## config.mk

```make
export PLATFORM = sky130hd
export DESIGN_NAME = tpa_mul
export DESIGN_NICKNAME = d
export VERILOG_FILES = /design/src/sv/tpa_pkg.sv /design/src/sv/tpa_mul.sv
export SDC_FILE = /design/constraint.sdc
export NUM_CORES = 2
export LEC_CHECK = 0
export ABC_AREA = 1
export BUFFER_PORTS_ARGS = -buffer_cell sky130_fd_sc_hd__buf_2
export CORE_ASPECT_RATIO = 1.4
export CORE_MARGIN = 3
export CORE_UTILIZATION = 60
export CTS_CLUSTER_SIZE = 12
export DETAILED_ROUTE_END_ITERATION = 8
export GPL_ROUTABILITY_DRIVEN = 0
export PLACE_DENSITY_LB_ADDON = 0.08
export SYNTH_ARGS = -nofsm -noshare
export SYNTH_HDL_FRONTEND = slang
export SYNTH_SLANG_ARGS = --single-unit
```

## constraint.sdc

```tcl
create_clock -name i_clk -period 16.2 [get_ports i_clk]
set_clock_uncertainty 0.15 [all_clocks]
set_input_delay 3.24 -clock i_clk [delete_from_list [all_inputs] [get_ports i_clk]]
set_output_delay 3.24 -clock i_clk [all_outputs]
set_load 0.03 [all_outputs]
```

## src/sv/tpa_pkg.sv

```systemverilog
// shared widths, constants and result type of the three-point texture axis solver
package tpa_pkg;

    localparam int C_IN_W        = 26;   // point coordinate
    localparam int C_E_W         = 27;   // edge vector component
    localparam int C_G_W         = 56;   // gram terms a, b, d
    localparam int C_DET_W       = 112;  // determinant
    localparam int C_SP_W        = 83;   // gram term times edge component
    localparam int C_N_W         = 84;   // axis numerators
    localparam int C_NP_W        = 110;  // axis numerator times p0 component
    localparam int C_O_W         = 112;  // offset numerators
    localparam int C_OUT_W       = 48;   // result fields
    localparam int C_THR_W       = 32;   // threshold register, all fraction bits
    localparam int C_SCALE_SHIFT = 7;    // edge scale of 1/128
    localparam int C_LIMB_W      = 32;   // multiplier limb
    localparam int C_MUL_LAT     = 4;
    localparam int C_DIV_LAT     = C_OUT_W + 4;

    localparam logic [C_THR_W-1:0] C_THR_RST = 32'd429497;

    typedef struct packed {
        logic signed [C_OUT_W-1:0] s_axis_x;
        logic signed [C_OUT_W-1:0] s_axis_y;
        logic signed [C_OUT_W-1:0] s_axis_z;
        logic signed [C_OUT_W-1:0] s_offset;
        logic signed [C_OUT_W-1:0] t_axis_x;
        logic signed [C_OUT_W-1:0] t_axis_y;
        logic signed [C_OUT_W-1:0] t_axis_z;
        logic signed [C_OUT_W-1:0] t_offset;
        logic                      degenerate;
    } t_res;

endpackage

```

## src/sv/tpa_mul.sv

```systemverilog
// pipelined signed multiplier built from 32x32 limb products
module tpa_mul import tpa_pkg::*; #(
    parameter int WA = 27,
    parameter int WB = 27
) (
    input  logic                    i_clk,
    input  logic                    i_en,
    input  logic signed [WA-1:0]    i_a,
    input  logic signed [WB-1:0]    i_b,
    output logic signed [WA+WB-1:0] o_p
);

    localparam int LW = C_LIMB_W;
    localparam int NA = (WA + LW - 1) / LW;
    localparam int NB = (WB + LW - 1) / LW;
    localparam int PW = (NA + NB) * LW;
    localparam int WP = WA + WB;

    logic [WA-1:0]     w_abs_a;
    logic [WB-1:0]     w_abs_b;
    logic [2:0]        r_sgn;
    logic [NA*LW-1:0]  r_ma;
    logic [NB*LW-1:0]  r_mb;
    logic [2*LW-1:0]   r_pp [NA][NB];
    logic [PW-1:0]     r_row [NA];
    logic [PW-1:0]     n_row [NA];
    logic [PW-1:0]     n_tot;
    logic [PW-1:0]     n_neg;
    logic [WP-1:0]     r_p;

    assign w_abs_a = i_a[WA-1] ? (~i_a + 1'b1) : i_a;
    assign w_abs_b = i_b[WB-1] ? (~i_b + 1'b1) : i_b;

    always_comb begin
        for (int i = 0; i < NA; i++) begin
            n_row[i] = '0;
            for (int j = 0; j < NB; j++) begin
                n_row[i] = n_row[i] + (PW'(r_pp[i][j]) << (j * LW));
            end
        end
        n_tot = '0;
        for (int i = 0; i < NA; i++) begin
            n_tot = n_tot + (r_row[i] << (i * LW));
        end
        n_neg = ~n_tot + 1'b1;
    end

    always_ff @(posedge i_clk) begin
        if (i_en) begin
            r_sgn <= {r_sgn[1:0], i_a[WA-1] ^ i_b[WB-1]};
            r_ma  <= (NA*LW)'(w_abs_a);
            r_mb  <= (NB*LW)'(w_abs_b);
            for (int i = 0; i < NA; i++) begin
                for (int j = 0; j < NB; j++) begin
                    r_pp[i][j] <= r_ma[i*LW +: LW] * r_mb[j*LW +: LW];
                end
                r_row[i] <= n_row[i];
            end
            r_p <= r_sgn[2] ? n_neg[WP-1:0] : n_tot[WP-1:0];
        end
    end

    assign o_p = r_p;

endmodule

```

## After elaboration in Yosys (flattened, before gate mapping)

Memories as Yosys holds them, arrays and structs flattened.
Index checks and enable logic that the tools add are counted.

| word-level totals | value |
|---|---|
| register bits after elaboration | 111 |
| RAM bits | 118 |
| bits of input ports | 56 |
| output and inout port bits | 54 |
| logic and storage cells | 21 |
| memories | 2 |

| cells by class | value |
|---|---|
| $add $sub $neg | 3 |
| multiply operators | 1 |
| mux-type cells | 5 |
| bitwise operators | 4 |

Memory list:

| name | depth | width | rd ports | clocked after memory_dff | write ports | line | text |
|---|---|---|---|---|---|---|---|
| r_row | 1 | 64 | 1 | 0 | 1 | tpa_mul.sv:25 | `logic [PW-1:0] r_row [NA];` |
| r_pp | 1 | 54 | 1 | 0 | 1 | tpa_mul.sv:24 | `logic [2*LW-1:0] r_pp [NA][NB];` |

Operators with widths:

| cell | count |
|---|---|
| 27-bit by 1-bit adder with 27-bit output (second input constant) | 2 |
| 54-bit by 1-bit adder with 54-bit output (second input constant) | 1 |
| 27-bit by 27-bit multiplier with 54-bit output | 1 |
| 54-bit 2-to-1 mux | 1 |
| 27-bit NOT | 2 |
| 54-bit NOT | 1 |
| 26-bit 2-to-1 mux | 2 |
| 1-bit 2-to-1 mux | 2 |
| 1-bit XOR | 1 |

## Longest topological paths before layout

An unclocked memory read counts as a cell.

| depth | value |
|---|---|
| word-level depth | 4 |
| gate-level depth with buffers | 30 |

## Worst setup path after synthesis

Ideal clock, no wire load.

| timing path | value |
|---|---|
| path kind | flip-flop to flip-flop |
| start | register r_ma[16] |
| end | memory r_pp[0][40] (netlist name), data pin |
| library setup time | 0.252 ns |
| data arrival time | 5.764 ns |
| data required time | 15.798 ns |
| slack | 10.034 ns |
| stages on the path, launching flop included | 25 |
| path buffers | 2 |
| period minus slack after synthesis | 6.166 ns |
| cells stage by stage | edfxtp_1 clkbuf_1 clkbuf_1 nand2_1 fa_1 inv_1 fa_1 inv_1 fa_1 fa_1 fa_1 inv_1 fa_1 inv_1 fa_1 inv_1 ha_1 nand2_1 nor2_1 and2_2 nand3b_1 nand3_2 nand2_1 nand3_1 nand2_1 |

| between the ends | value |
|---|---|
| cells in the longest elaborated chain, start to end | 1 |

RTL lines:

| item | line | text |
|---|---|---|
| start, declared | tpa_mul.sv:22 | `logic [NA*LW-1:0] r_ma;` |
| start signal, assigned | tpa_mul.sv:51 | `r_ma <= (NA*LW)'(w_abs_a);` |
| 27-bit by 27-bit multiplier with 54-bit output | tpa_mul.sv:55 | `r_pp[i][j] <= r_ma[i*LW +: LW] * r_mb[j*LW +: LW];` |
| end, declared | tpa_mul.sv:24 |  |

No other way between the ends.

## Worst setup path in the final report

| timing path | value |
|---|---|
| start | register r_mb[3] |
| end | memory r_pp[0][41] (netlist name), data pin |

| between the ends | value |
|---|---|
| cells in the longest elaborated chain, start to end | 1 |

RTL lines:

| item | line | text |
|---|---|---|
| start, declared | tpa_mul.sv:23 | `logic [NB*LW-1:0] r_mb;` |
| start signal, assigned | tpa_mul.sv:52 | `r_mb <= (NB*LW)'(w_abs_b);` |
| 27-bit by 27-bit multiplier with 54-bit output | tpa_mul.sv:55 |  |

No other way between the ends.

==> results.sh <==
export IMPL_worst_path_most_repeated_cell="fa_1"
export IMPL_synth_seq_area_share=0.1840
export IMPL_postSynth_topFlopCell="edfxtp_1"
export IMPL_die_width_um=212.3
export IMPL_tritoncts_num_buffers=24
export IMPL_place_inst=5231
export IMPL_cts_hold_fix_buffers=0
export IMPL_max_cap_viol_count=0
export IMPL_asyncSetResetFlopFracSynth=0
export IMPL_final_cells=5265
export IMPL_worstMarginPinSlew_ns=1.348
export IMPL_ctsHtreeMaxLevel=1
export IMPL_syn_area_per_cell_sq_um=7.952
export IMPL_grt_max_degree=133
export IMPL_required_time_reported_for_the_critical_path_endpoint_ns=16.35
export IMPL_synth_top_cell_by_area="fa_1"
export IMPL_num_rows=105
export IMPL_period_minus_slack_ns=7.347
export IMPL_fraction_of_layout_instances_using_a_drive_strength_above_1=0.06134
export IMPL_ios=110
export IMPL_dieArea_sq_um=62580
export IMPL_maxClockFrequency_mhz=136.1
export IMPL_critical_path_arrival_ns=7.49
export IMPL_dr_pass1_iters=6
export IMPL_place_port_buffers=109
export IMPL_most_common_layout_cells="inv_1, nand2_1, fa_1, edfxtp_1, ha_1"
export IMPL_vias=27580
export IMPL_area_growth_pct=5.299
export IMPL_route_antenna_remaining_nets=0
export IMPL_diodes=0
export IMPL_track_usage=0.3163
export IMPL_cts_post_setup_buffers_inserted=0
export IMPL_slew_viol_final=0
export IMPL_cts_clk_slew_worst_paths_ns=0.06
export IMPL_max_slew_margin=0.1014
export IMPL_critical_path_slowest_cell="edfxtp_1"
export IMPL_clk_path_buf_depth=3
export IMPL_finalSetupTns_ns=0
export IMPL_routed_wl_um=94510
export IMPL_run_status="complete, no violations"
export IMPL_timing_critical_path_fanout_max=27
export IMPL_timing_critical_path_from_type="register"
export IMPL_total_grt_overflow=0
export IMPL_drtIter0Drc=1874
export IMPL_yosys_top_cells_area="fa_1, edfxtp_1, inv_1"
export IMPL_core_area_sq_um=58730
export IMPL_clock_sink_count=219
export IMPL_max_stage_delay_ns=1.23
export IMPL_wl_per_cell_um=17.95
export IMPL_end_kind="register"
export IMPL_critical_path_cell_chain="nand2_1, fa_1, inv_1, fa_1, inv_1, fa_1, fa_1, inv_1, fa_1, fa_1, inv_1, fa_1, inv_1, ha_1, nand2_1, inv_1, nand2_1, nor2_2, nand4_1, nand3_1, nand2_1, nand3_1, nand2_1"
export IMPL_synth_top_area_frac=0.3495
export IMPL_syn_num_nets=5371
export IMPL_number_of_flops_mapped_to_enable_cells_by_yosys=219
export IMPL_clk_latency_ns=0.54
export IMPL_synth_warning_count=0
export IMPL_finish_utilization=0.6410
export IMPL_cts_resized_gates=0
export IMPL_antenna_found_initial=0
export IMPL_worst_setup_path_type="reg -> reg"
export IMPL_cts_root_buffer_cell="clkbuf_16"
export IMPL_post_synth_num_cell_types=41
export IMPL_finalHoldViolCount=0
export IMPL_grt_pass1_wl_um=152700
export IMPL_fin_crit_sh=0.4535
export IMPL_cts_tree="done"
export IMPL_post_synthesis_register_bit_count=219
export IMPL_fp_dieH_um=294.8
export IMPL_dp_final_hpwl_um=73670
export IMPL_first_global_vias=29930
export IMPL_finish_net_count=5384
export IMPL_initial_core_util=0.6087
export IMPL_rsz_0062_raised_after_global_routing="false"
export IMPL_synthesis_area_sq_um=35750
export IMPL_finalSetupViolCount=0
export IMPL_detail_route_drc_violations=0
export IMPL_vias_per_cell=5.238
export IMPL_timing_hold_worst_class="reg -> reg"
export IMPL_synthesis_instances=4495
synth_stat cells, drive strengths merged (2+ instances only):
| library cell | n |
|---|---|
| xnor2 | 18 |
| a31oi | 3 |
| nand4 | 25 |
| nand3 | 115 |
| ha | 196 |
| or2 | 4 |
| a21oi | 38 |
| clkbuf | 169 |
| o31ai | 2 |
| nor4 | 5 |
| nor2 | 221 |
| and2 | 4 |
| nand2 | 1350 |
| o21ai | 31 |
| xor2 | 94 |
| o21bai | 5 |
| fa | 624 |
| nor3 | 17 |
| edfxtp | 219 |
| inv | 1343 |
| buf | 4 |
| nand3b | 3 |
layout make-up:
type | count | area (sq um)
clock buffer | 26 | 629.4
multi-input combinational | 2759 | 23470
clock inverter | 8 | 46.29
tap | 749 | 937.1
fill | 5355 | 21090
sequential | 219 | 6576
timing repair buffer | 160 | 938.4
inverter | 1344 | 5045
cell families (layout without fill, tap and decap cells):
| logic type | count (synthesis) | count (layout) | synth area share |
|---|---|---|---|
| buf+inv | 1517 | 1538 | 0.1595 |
| flops | 219 | 219 | 0.1840 |
| simple gates | 1746 | 1746 | 0.1982 |
| fa+ha+maj | 820 | 820 | 0.4181 |
| xor+xnor | 112 | 112 | 0.02744 |
| compound gates | 81 | 81 | 0.01281 |
final timing paths:
kind	to	slack, ns	start	cells past startpoint
worst max-delay path	r_pp[0][41]$_DFFE_PP_	8.85	r_mb[3]$_DFFE_PP_	23
worst min-delay path	r_row[0][4]$_DFFE_PP_	0.26	r_pp[0][4]$_DFFE_PP_	0
worst max register to register	r_pp[0][41]$_DFFE_PP_	8.85	r_mb[3]$_DFFE_PP_	23
worst min register to register	r_row[0][4]$_DFFE_PP_	0.26	r_pp[0][4]$_DFFE_PP_	0
flip-flops by register name (all words and copies together) (netlist names):
| signal | flops |
|---|---|
| r_sgn | 3 |
| r_pp | 54 |
| r_mb | 27 |
| r_row | 54 |
| r_ma | 27 |
| o_p | 54 |
per-stage QoR:
stage / hold WS, ns / setup WS [ns] / area (sq um)
2_1_floorplan: 0.2503 / 10.03 / 35750
3_3_place_gp: 0.2515 / 9.108 / 36960
3_5_place_dp: 0.2545 / 8.991 / 36960
4_1_cts: 0.2646 / 8.949 / 37640
5_1_grt: 0.2672 / 8.587 / 37640
6_report: 0.2619 / 8.853 / 37640
critical path, delay by kind of cell (launching register included):
family	cells	cell delay [ns]
fa+ha+maj	8	3.99
flops	1	1.23
buf+inv	6	0.36
simple gates	9	1.35
routing by layer:
metal | routed length, um | vias up | global-route usage
met5 | 0 | - | 0
met4 | 6155 | 0 | 0.1680
met3 | 6257 | 345 | 0.04131
met2 | 49450 | 1148 | 0.5845
met1 | 32650 | 13340 | 0.3525
li1 | - | 12750 | -
Power is not shown: default switching activity piles up to over one toggle a cycle in this logic, so the estimate is an artifact.
